==> src/spc_ram.sv <==
// ----------------------------------------------------------------------------
// spc_ram
// Generic single-clock RAM, one write port and one registered read port.
// ----------------------------------------------------------------------------
module spc_ram #(
	parameter int WIDTH = 8,
	parameter int DEPTH = 64
) (
	input  logic                     clk,
	input  logic                     we,
	input  logic [$clog2(DEPTH)-1:0] waddr,
	input  logic [WIDTH-1:0]         wdata,
	input  logic [$clog2(DEPTH)-1:0] raddr,
	output logic [WIDTH-1:0]         rdata
);

	logic [WIDTH-1:0] mem [DEPTH];

	// write port and registered read
	always_ff @(posedge clk) begin
		if (we) begin
			mem[waddr] <= wdata;
		end
		rdata <= mem[raddr];
	end

endmodule

==> config.mk <==
export PLATFORM = sky130hd
export DESIGN_NAME = spc_ram
export DESIGN_NICKNAME = d
export VERILOG_FILES = /design/src/spc_ram.sv
export SDC_FILE = /design/constraint.sdc
export NUM_CORES = 1
export LEC_CHECK = 0
export BUFFER_PORTS_ARGS = -buffer_cell sky130_fd_sc_hd__buf_2
export CORE_UTILIZATION = 45
export DETAILED_ROUTE_END_ITERATION = 8
export PLACE_DENSITY = 0.57
export SLEW_MARGIN = 10
export SYNTH_ARGS = -nofsm -noshare
export SYNTH_HDL_FRONTEND = slang
export SYNTH_SLANG_ARGS = --single-unit
==> constraint.sdc <==
create_clock -name clk -period 2.4 [get_ports clk]
set_clock_uncertainty 0.1 [all_clocks]
set_input_delay 0 -clock clk [delete_from_list [all_inputs] [get_ports clk]]
set_output_delay 0 -clock clk [all_outputs]
set_load 0.01 [all_outputs]
* Word level (Yosys, flattened, before mapping)
Memories as Yosys holds them, arrays and structs flattened. A register that Yosys moved wholly into a read port is not among the register bits.
Index checks and enable logic that the tools add are counted.
** Storage, ports and cells
- Flip-flop bits (word level) :: 0
- Bits in writable memories :: 512
- Word-level logic and storage cells :: 3
- Memories kept :: 1
** Operators by class
- Mux-type cells :: 2
** Memories
- mem :: words 64, width 8, rd ports 1, clocked after memory_dff 1, wr ports 1, line 17 : logic [WIDTH-1:0] mem [DEPTH];
** Operators by type and width (count)
- $mux W1 :: 2

* Logic depth before layout (Yosys ltp)
Gate-level depths: netlist (run 1).
- Depth after elaboration :: 2
- Mapped depth :: 9

* Worst setup path before layout (run 1)
Ideal clock, no wire load.
- Path kind :: register -> register
- From :: memory mem[29][4]
- To :: register rdata[4], read port of mem
- Library setup time :: 132 ps
- Arrival time :: 1560 ps
- Setup slack :: 608 ps
- Cell stages (with the launch flop) :: 6
- Clock period less this slack :: 1792 ps
- Cell sequence :: edfxtp_1 -> mux4_2 -> mux2_2 -> o221a_2 -> nor3_1 -> o32ai_1
** RTL lines
- from (decl) :: line 17
- to (decl) :: line 14 : output logic [WIDTH-1:0] rdata

* Worst setup path in the final report (run 1)
- From :: input waddr[5]
- To :: memory mem[52][5], enable pin
** RTL lines
- from (decl) :: line 11 : input logic [$clog2(DEPTH)-1:0] waddr,
Straight into the memory's write port.

==> metrics.md, run 1 <==
| Metric | Value |
|---|---|
| Critical Path Most Common Cell | dlygate4sd3_1 |
| Worst-Skew Late Latency | 0.59 ns |
| Top routing layer in use | met4 |
| Stages on worst setup path | 7 |
| Clock root buffer | clkbuf_16 |
| Overflow after GRT | 0 |
| RSZ-0062 raised after global routing | no |
| Syn Nets | ~960 |
| Worst R2R Start | mem[3][5] |
| Hold path depth | 4 |
| Hold Startpoint | raddr[3] |
| Crit Path Category | input pin to register |
| Critical path launch point type | input pin |
| Reg2reg setup slack | roughly 0.15 ns |
| Max clock buf depth | 3 |
| Tot GR Track Use | 0.213 |
| Arrival time at the worst endpoint | 2.51 ns |
| DRC violations left | 0 |
| Cells after synthesis | 940 |
| Yosys warns | 0 |
| Period Utilization, post-route | 0.963 |
| R2r worst-path depth | 5 |
| Post-CTS Resized | 0 |
| Finished Layout Cells | ~1800 |
| Vias in the first global route | 10100 |
| Cell Area, Synth | 20200 µm² |
| Iter 0 DRT Violations | 922 |
| Clock-pin slew on the worst setup and hold paths | 0.06 ns |
| Met3 WL | between 2000 and 2500 µm |
| Avg Cell Area, Syn | about 21 µm² |
| Max VDD drop | around 0.50 mV |
| Share of cells above drive strength 1 | 0.315 |
| Max-Cap Viols | 0 |
| IO Pins | 30 |
| Worst Tran Pin Value | roughly 0.9 ns |
| Outcome | finished, final reports clean |
| Initial core utilization | 0.456 |
| Worst Path Max Fanout | 7 |
| Final hold violation count | 0 |
| Top cell family by delay on the critical path | buffers and inverters |
| Placed Area | around 22000 µm² |
| Die ar. | roughly 46000 µm² |
| ANT nets after route | 0 |
| Placed Instances | 1637 |
| Cts hold-fix bufs | 21 |
| Via/cell ratio | approximately 5.6 |
| DIE HEIGHT | about 210 µm |
| Hold Path Class | input pin to register |
| EDFF count, synth | approximately 500 |
| Worst setup EP type | register |
| First-pass GRT wire length | 68400 µm |
| Area growth from synthesis to layout | 17.4% |
| Routed WL per cell | roughly 26 µm |
| WL met1 | approximately 21000 µm |
| Leading cell type in the layout, fill and taps excluded | edfxtp_1 |
| Post-layout util | 0.535 |
| Dominant synthesized flop cell | edfxtp_1 |
| Final wirelength | 46000 µm |
| Sink Count | 520 |
| Routed met2 length | approximately 22000 µm |
| Number of cell rows | 77 |
| Buf+Inv Stages, Crit Path | 4 |
| TritonCTS clock tree | yes |
| Cell Pwr Density | roughly 800 nW/µm² |
| Nets | 1142 |
| Core region area | 44200 µm² |
| Seq/Total Area, Yosys | 0.770 |
| CP peak stage delay | about 0.63 ns |
| Die width | about 210 µm |
| Rel. slew slack | 0.385 |
| Design area | around 24000 µm² |
| Req. time, crit path | about 2.6 ns |
| WHS Endpoint | rdata[7] |
| Min cycle time layout | approximately 2.3 ns |
| Final Setup Violations | 0 |
| Pin count of the biggest net entering global routing | 65 |
| CP cell instances | dlygate4sd3_1 > buf_2 > nor2b_1 > nand4b_1 > dlygate4sd3_1 > nor2_1 > buf_4 |
| H-tree levels | 2 |
| Most frequent cells in the layout | edfxtp_1, mux4_2, buf_4, nor2_1, clkbuf_16 |
| CP startpoint | waddr[5] |
| Leak | about 7.6 nW |
| Detail Placement HPWL | 29400 µm |
| Fmax | 0.433 GHz |
| Async S/R FF share, synth | 0 |
| CTS Buf Count | 52 |
| Yosys reg bits | 520 |
| Post-CTS Setup Inserts | 0 |
| Initial antenna violation count | 1 |
| Max-slew violations | 0 |
| Crit-path slowest cell | dlygate4sd3_1 |
| Router iterations before antenna repair | 5 |
| GP Congestion | about 0.8 |
| Unique masters post-synth | 40 |
| Via count | 9787 |
| PortBufs | 29 |
| R2R Path End | rdata[5] |
==> final cells by class <==
class	instances	area [µm²]
fillers	3371	20500
flip-flops and latches	520	15500
multi-input cells	369	4320
repair buffers	177	1440
clock buffers	70	1400
well taps	592	741
clock inverters	25	245
diodes	1	2.50
==> per-stage QoR <==
step	total power, mW	hold WS (ns)	setup slack (ns)	setup TNS, ns
3_3_place_gp	11.3	0.326	-0.214	-0.214
2_1_floorplan	10.8	-0.00113	0.608	0
3_5_place_dp	11.3	0.330	-0.260	-0.260
4_1_cts	19.2	0.135	0.168	0
6_report	19.0	0.141	0.0882	0
5_1_grt	19.6	0.173	0.0152	0
==> where the power goes <==
part / internal, mW / switching (mW)
Sequential: 10.0 / 0.0344
Combinational: 0.426 / 0.591
Clock: 4.61 / 3.33
==> worst min-delay path, stage by stage <==
cell	delay [ns]
buf_2	0.28
buf_4	0.27
o21ai_0	0.17
nand2_1	0.05
==> state kept, by name, indices dropped and copies added (netlist names) <==
name	flops
mem	512
rdata	8
==> cell usage after synthesis, types with 2 or more instances <==
cell,n,share of area
nor4_1,2,0.00062
nand2b_1,7,0.0022
dfxtp_1,8,0.0079
a211oi_1,4,0.0015
o32ai_1,2,0.00087
nor2b_1,14,0.0043
nand3b_1,3,0.0011
nand3_1,13,0.0032
o221a_2,2,0.0011
clkbuf_1,17,0.0032
o22ai_1,8,0.0025
a22oi_1,3,0.0011
nor3_1,7,0.0017
mux4_2,126,0.14
o2111ai_1,3,0.0013
buf_2,11,0.0027
buf_6,4,0.0022
nand4_1,2,0.00062
o221ai_1,8,0.0035
buf_12,2,0.0020
mux2_2,13,0.0073
nand2_1,19,0.0035
buf_4,13,0.0048
o21ai_1,2,0.00050
o2bb2ai_1,3,0.0013
mux2i_1,23,0.011
o21a_1,2,0.00074
edfxtp_1,512,0.76
o41ai_1,2,0.00087
a221oi_1,6,0.0026
a2111oi_0,2,0.00087
o21ai_0,2,0.00050
nor2_1,83,0.015
a21oi_1,3,0.00074
buf_1,4,0.00074
==> metal layers <==
| metal | GRT usage | vias up |
|---|---|---|
| li1 | - | 4290 |
| met1 | 0.308 | 5153 |
| met2 | 0.335 | 267 |
| met3 | 0.0308 | 77 |
| met4 | 0.0741 | 0 |
| met5 | 0 | - |
==> worst max-delay path by stage <==
stage                 endpoint  slack [ns]
floorplan             rdata[4]        0.61
global placement      rdata[5]       -0.21
detailed placement    rdata[5]       -0.26
CTS                   rdata[5]        0.17
global route        mem[52][5]        0.02
finish              mem[52][5]        0.09
==> cell families (layout without fill, tap and decap cells) <==
group,count (synthesis),after routing,share of synthesized area
buffers and inverters,51,272,0.0157
multiplexers,162,162,0.159
flip-flops,520,520,0.770
AND/OR/NAND/NOR,153,153,0.0339
other,0,1,0
AO/OA/AOI/OAI,54,54,0.0207
Note: power is estimated with default switching activity, not from simulation.
==> run 2: changes to the inputs <==
- GPL_TIMING_DRIVEN: unset -> 0
==> run 2 against run 1 <==
  * Combinational power hardly changed
  * Die area stayed put
  * Register-to-register slack gained 0.02 ns
  * Largest cell class unchanged
  * Critical endpoint is now mem[63][0]
  * The flow now finishes with violations (hold timing, setup timing)
  * Wire length rose by 7.2%
  * Final cell count down 5.4%
  * Worst setup slack worse by 0.10 ns
  * Highest routed layer is now met5
  * Sequential share of layout area grew 2.6 points
  * Clock power fell by 3.0%
  * Non-clock buffer count decreased by 95
==> metrics.md, run 2 (synthesis results as in run 1) <==
| Metric | Value |
|---|---|
| Outcome | complete, but fails checks (was finished, final reports clean) |
| Violated checks | hold timing, setup timing |
| Sink Count | 520 (unchanged) |
| # diodes | 0 (was 1) |
| First-pass GRT wire length | 70400 µm (was 68400 µm) |
| Clock-pin slew on the worst setup and hold paths | 0.06 ns (about the same) |
| Leading cell type in the layout, fill and taps excluded | edfxtp_1 (unchanged) |
| Clock root buffer | clkbuf_16 (unchanged) |
| Leak | 7.04 nW (was 7.65 nW) |
| Final WS setup | -0.0127 ns (was 0.0882 ns) |
| Worst R2R Start | mem[21][6] (was mem[3][5]) |
| Share of cells above drive strength 1 | 0.257 (was 0.315) |
| Overflow after GRT | 0 (unchanged) |
| Number of cell rows | 77 (unchanged) |
| Hold Startpoint | we (was raddr[3]) |
| Hold_ws | -0.0411 ns (was 0.141 ns) |
| R2R Path End | rdata[6] (was rdata[5]) |
| ANT nets after route | 0 (unchanged) |
| Worst Path Max Fanout | 10 (was 7) |
| Via count | 9736 (was 9787) |
| RSZ-0062 raised after global routing | yes (was no) |
| Via/cell ratio | 5.87 (was 5.58) |
| Max clock buf depth | 3 (unchanged) |
| DRC violations left | 0 (unchanged) |
| Reg2reg setup slack | 0.17 ns (was 0.15 ns) |
| Max reg flops | 512 (unchanged) |
| Core region area | 44200 µm² (unchanged) |
| Routed WL per cell | 29.7 µm (was 26.2 µm) |
| Period Utilization, post-route | 1.01 (was 0.963) |
| Worst setup EP type | register (unchanged) |
| Finished Layout Cells | 1660 (was 1754) |
| Critical path launch point type | input pin (unchanged) |
| Final hold violation count | 8 (was 0) |
| Worst-Skew Late Latency | 0.60 ns (was 0.59 ns) |
| GP Congestion | 0.885 (was 0.787) |
| Router iterations before antenna repair | 5 (unchanged) |
| Nets | 1047 (was 1142) |
| TritonCTS clock tree | yes (unchanged) |
| CTS Buf Count | 52 (unchanged) |
| Rel. slew slack | 0.193 (was 0.385) |
| R2r worst-path depth | 5 (unchanged) |
| Arrival time at the worst endpoint | 2.53 ns (was 2.51 ns) |
| Regs by FF count | mem: 512 flops, rdata: 8 flops (unchanged) |
| Tot GR Track Use | 0.226 (was 0.213) |
| Vias in the first global route | 9778 (was 10100) |
| Iter 0 DRT Violations | 992 (was 922) |
| Crit Path Category | input pin to register (unchanged) |
| Cell Pwr Density | 826 nW/µm² (was 804 nW/µm²) |
| Detail Placement HPWL | 31100 µm (was 29400 µm) |
| H-tree levels | 2 (unchanged) |
| Die width | 214 µm (unchanged) |
| IO Pins | 30 (unchanged) |
| Final Setup Violations | 17 (was 0) |
| Min cycle time layout | 2.41 ns (was 2.31 ns) |
| PortBufs | 21 (was 29) |
| Die ar. | 45700 µm² (unchanged) |
| Max-Cap Viols | 0 (unchanged) |
| Pin count of the biggest net entering global routing | 65 (unchanged) |
| Hold Path Class | input pin to register (unchanged) |
| Initial core utilization | 0.456 (unchanged) |
| Max-slew violations | 0 (unchanged) |
| CP startpoint | waddr[2] (was waddr[5]) |
| Final wirelength | 49300 µm (was 46000 µm) |
| Most frequent cells in the layout | edfxtp_1, mux4_2, nor2_1, clkbuf_16, clkbuf_1 (was edfxtp_1, mux4_2, buf_4, nor2_1, clkbuf_16) |
| Max VDD drop | 0.582 mV (was 0.501 mV) |
| Worst setup path end | mem[63][0] (was mem[52][5]) |
| Placed Instances | 1553 (was 1637) |
| Req. time, crit path | 2.51 ns (was 2.60 ns) |
| Post-CTS Setup Inserts | 0 (unchanged) |
| Most flop-heavy register | mem (unchanged) |
| Worst Tran Pin Value | 1.21 ns (was 0.922 ns) |
| Initial antenna violation count | 4 (was 1) |
| Area growth from synthesis to layout | 12.8% (was 17.4%) |
| Fmax | 0.414 GHz (was 0.433 GHz) |
| DIE HEIGHT | 214 µm (unchanged) |
## run 2: cell type report
class                   count  area, µm²
fillers                  3525      21500
flip-flops and latches    520      15500
multi-input cells         369       4350
clock buffers              71       1410
well taps                 592        741
plain buffers              51        324
repair buffers             31        218
clock inverters            26        176
## run 2: repair_timing
action,4_1_cts,5_1_grt
pin swaps,0,0
setup endpoints to repair,1,107
gates resized for setup,2,10
endpoints found under the hold margin,38,320
gates cloned,0,0
hold buffers,5,5
## run 2: how the worst min path moves through the flow
stage | slack, ns | cells after the start | end
floorplan | -0.001 | 0 | mem[0][0]
global placement | 0.30 | 1 | rdata[3]
detailed placement | 0.29 | 1 | rdata[6]
CTS | 0.003 | 3 | mem[55][1]
global route | 0.001 | 3 | mem[49][1]
finish | -0.04 | 3 | mem[49][0]
## run 2: worst max-delay path, cell delays in order
cell and delay (ns):
dlygate4sd3_1 0.55, clkbuf_1 0.34, nand4_1 0.72, nor2_1 0.91
## run 2: per-stage QoR
| step | power [mW] | worst slack (ns) | instance area (µm²) | TNS [ns] | util |
|---|---|---|---|---|---|
| after floorplan | 10.8 | 0.608 | 20200 | 0 | - |
| after global placement | 11.3 | -0.699 | 21000 | -3.74 | 0.475 |
| after detailed placement | 11.3 | -0.748 | 21000 | -4.37 | 0.475 |
| after CTS | 18.9 | 0.0413 | 22700 | 0 | 0.512 |
| after global routing | 19.3 | -0.0877 | 22800 | -4.48 | 0.515 |
| final | 18.8 | -0.0127 | 22800 | -0.128 | 0.515 |
## run 2: power by group
part | switching, mW | leakage [nW] | internal, mW
clock network | 3.37 | 0.780 | 4.33
logic | 0.663 | 1.59 | 0.367
registers | 0.0159 | 4.67 | 10.1
## run 2: routing by layer
metal,GRT usage,up-vias,part of all wire
met5,0,-,0.00049
met2,0.335,398,0.46
li1,-,4115,-
met4,0.0835,4,0.030
met3,0.0524,85,0.085
met1,0.327,5134,0.43
==> run 3: changes to the inputs <==
- CORE_UTILIZATION: 45 -> 35
- PLACE_DENSITY: 0.57 -> 0.48
- clock period: 2.4 -> 2.02 ns (I/O delays scaled with it)
==> run 3 against run 2 <==
  * The flow finishes with violations (setup timing)
  * Critical path type is now register to register
  * Combinational power up 27%
  * Clock power increased by 32%
  * First-iteration DRC count decreased by 7.9%
  * Clock-buffer cell count grew 4
  * Sequential power grew 19%
  * Via count is 1.1% higher
  * Flip-flop and latch count unchanged
  * Global-route usage down 4.2 points
  * Critical path depth up 1
  * Wire length rose by 7.9%
  * Final cell count increased by 10%
  * Utilization decreased by 10 points
==> metrics.md, run 3 (synthesis results as in run 1) <==
| Metric | Value |
|---|---|
| Outcome | complete, but fails checks (unchanged) |
| Violated checks | setup timing (was hold timing, setup timing) |
| Crit Path Category | register to register (was input pin to register) |
| Logic pwr share | 0.056 (was 0.055) |
| # diodes | 0 (unchanged) |
| Place WS | -1.18 ns (was -0.748 ns) |
| Cell Pwr Density | 1000 nW/µm² (was 826 nW/µm²) |
| Fmax | between 0.4 and 0.5 GHz |
| Period Utilization, post-route | 1.03 |
| Die ar. | 58600 µm² (was 45700 µm²) |
| Area growth from synthesis to layout | 16.2% (was 12.8%) |
| Routed WL per cell | 29.0 µm (was 29.7 µm) |
| Nets | 1055 (was 1047) |
| Router iterations before antenna repair | 8 (was 5) |
| Clock share of power | 0.435 (was 0.410) |
| Critical path launch point type | register (was input pin) |
| Worst Tran Pin Value | 1.16 ns (was 1.21 ns) |
| Detail Placement HPWL | 33600 µm (was 31100 µm) |
| CP peak stage delay | 0.56 ns (was 0.91 ns) |
| Max-Cap Viols | 0 (unchanged) |
| Critical Path Most Common Cell | mux4_2 |
| Min cycle time layout | just over 2 ns |
| CTS Buf Count | 54 (was 52) |
| Vias in the first global route | 10000 (was 9778) |
| Clock-pin slew on the worst setup and hold paths | 0.06 ns (about the same) |
| Number of cell rows | 87 (was 77) |
| ANT nets after route | 0 (unchanged) |
| CP cell instances | mux4_2 > mux4_2 > nor2_2 > nor3_1 > o2bb2ai_2 (was dlygate4sd3_1 > clkbuf_1 > nand4_1 > nor2_1) |
| Share of cells above drive strength 1 | 0.279 (was 0.257) |
| Core region area | 56700 µm² (was 44200 µm²) |
| Final wirelength | 53200 µm (was 49300 µm) |
| Die width | 242 µm (was 214 µm) |
| Max-slew violations | 0 (unchanged) |
| PortBufs | 21 (unchanged) |
| Seq pwr share | 0.509 (was 0.536) |
| Via count | 9844 (was 9736) |
| Via/cell ratio | 5.38 (was 5.87) |
| IO Pins | 30 (unchanged) |
| Pin count of the biggest net entering global routing | 65 (unchanged) |
| Final hold violation count | 0 (was 8) |
| Worst setup EP type | register (unchanged) |
| First-pass GRT wire length | 75900 µm (was 70400 µm) |
| Sw frac | 0.210 (was 0.215) |
| DRC violations left | 0 (unchanged) |
| Post-layout util | 0.413 (was 0.515) |
| Worst Path Max Fanout | 1 (was 10) |
| Hold Path Class | input pin to register (unchanged) |
| Switching pwr | 4.94 mW (was 4.05 mW) |
| Most frequent cells in the layout | edfxtp_1, mux4_2, nor2_1, clkbuf_16, clkbuf_1 (unchanged) |
| Tot GR Track Use | 0.184 (was 0.226) |
| Clock root buffer | clkbuf_16 (unchanged) |
| Max VDD drop | 0.610 mV (was 0.582 mV) |
| Buf+Inv Stages, Crit Path | 0 (was 2) |
| Iter 0 DRT Violations | 914 (was 992) |
| H-tree levels | 2 (unchanged) |
| Max reg flops | 512 (unchanged) |
| Overflow after GRT | 0 (unchanged) |
| Final WS setup | -0.0534 ns (was -0.0127 ns) |
| CP startpoint | mem[10][2] (was waddr[2]) |
| TritonCTS clock tree | yes (unchanged) |
| Hold_ws | 0.0238 ns (was -0.0411 ns) |
| Final Setup Violations | 5 (was 17) |
| Initial antenna violation count | 2 (was 4) |
| Most flop-heavy register | mem (unchanged) |
| Max clock buf depth | 3 (unchanged) |
| Hold Startpoint | waddr[2] (was we) |
| Finished Layout Cells | 1831 (was 1660) |
| GP Congestion | 0.927 (was 0.885) |
| Regs by FF count | mem: 512 flops, rdata: 8 flops (unchanged) |
| Sink Count | 520 (unchanged) |
| Worst-Skew Late Latency | 0.60 ns (about the same) |
| Leading cell type in the layout, fill and taps excluded | edfxtp_1 (unchanged) |
| Initial core utilization | 0.356 (was 0.456) |
| Leak | 7.24 nW (was 7.04 nW) |
| Crit-path slowest cell | mux4_2 (was nor2_1) |
| DIE HEIGHT | 242 µm (was 214 µm) |
| Worst R2R Start | mem[10][2] (was mem[21][6]) |
| Req. time, crit path | 2.38 ns (was 2.51 ns) |
| Rel. slew slack | 0.219 (was 0.193) |
| P_int | 18.6 mW (was 14.8 mW) |
| RSZ-0062 raised after global routing | yes (unchanged) |
| Top cell family by delay on the critical path | multiplexers (was simple AND/OR/NAND/NOR gates) |
| Placed Instances | 1717 (was 1553) |
| Arrival time at the worst endpoint | 2.43 ns (was 2.53 ns) |
[run 3: changes by cell type in the layout (fill, tap and decap cells not counted), moves of 4 or more]
| cell | change |
|---|---|
| clkbuf_1 | -8 |
| dlygate4sd3_1 | +6 |
| nor2_1 | +6 |
| nor2_2 | -6 |
| buf_4 | +5 |
| clkbuf_8 | +5 |
| bufinv_16 | +4 |
| clkbuf_16 | +4 |
| clkinv_1 | -4 |
[run 3: timing repair]
action                                  CTS  global route
endpoints found under the setup margin   12            16
setup buffers                             0             0
pin swaps                                 2             3
endpoints found under the hold margin    18           512
gates resized for setup                  24            21
hold buffers                              8             8
cloned                                    0             0
[run 3: final timing paths]
check        depth (start not counted)  slack (ns)         end
min reg2reg                          3        0.87    rdata[4]
min                                  3        0.02  mem[53][5]
max reg2reg                          5       -0.05    rdata[2]
max                                  5       -0.05    rdata[2]
[run 3: area by class of cell]
class,instances,area (µm²)
plain buffers,51,327
clock buffers,75,1560
clock inverters,23,262
fillers,4931,33300
multi-input cells,369,4510
flip-flops and latches,520,15500
well taps,756,946
repair buffers,37,285
[run 3: power by group through the flow]
stage                     combinational (mW)  clock (mW)  sequential, mW
after floorplan                        0.636           0            12.2
after global placement                  1.23           0            12.2
after detailed placement                1.24           0            12.2
after CTS                               1.28        10.4            12.0
after global routing                    1.38        10.8            12.0
final                                   1.31        10.2            12.0
[run 3: through the flow]
step | setup TNS, ns | instance area, µm² | power (mW)
after floorplan | 0 | 20200 | 12.8
after global placement | -148.82 | 21200 | 13.4
after detailed placement | -170.86 | 21200 | 13.4
after CTS | -0.107 | 23200 | 23.7
after global routing | -0.347 | 23400 | 24.1
final | -0.162 | 23400 | 23.5
[run 3: per-layer routing]
layer  up-vias  GRT usage  part of all wire
met4         2     0.0473             0.022
met5         -          0           0.00017
li1       4116          -                 -
met1      5313      0.257              0.44
met2       329      0.290              0.47
met3        84     0.0412             0.060
[run 3: worst reg2reg max path, stage by stage, from the launching register on]
cell,delay (ns)
edfxtp_1,0.37
mux4_2,0.50
mux4_2,0.56
nor2_2,0.13
nor3_1,0.08
o2bb2ai_2,0.19
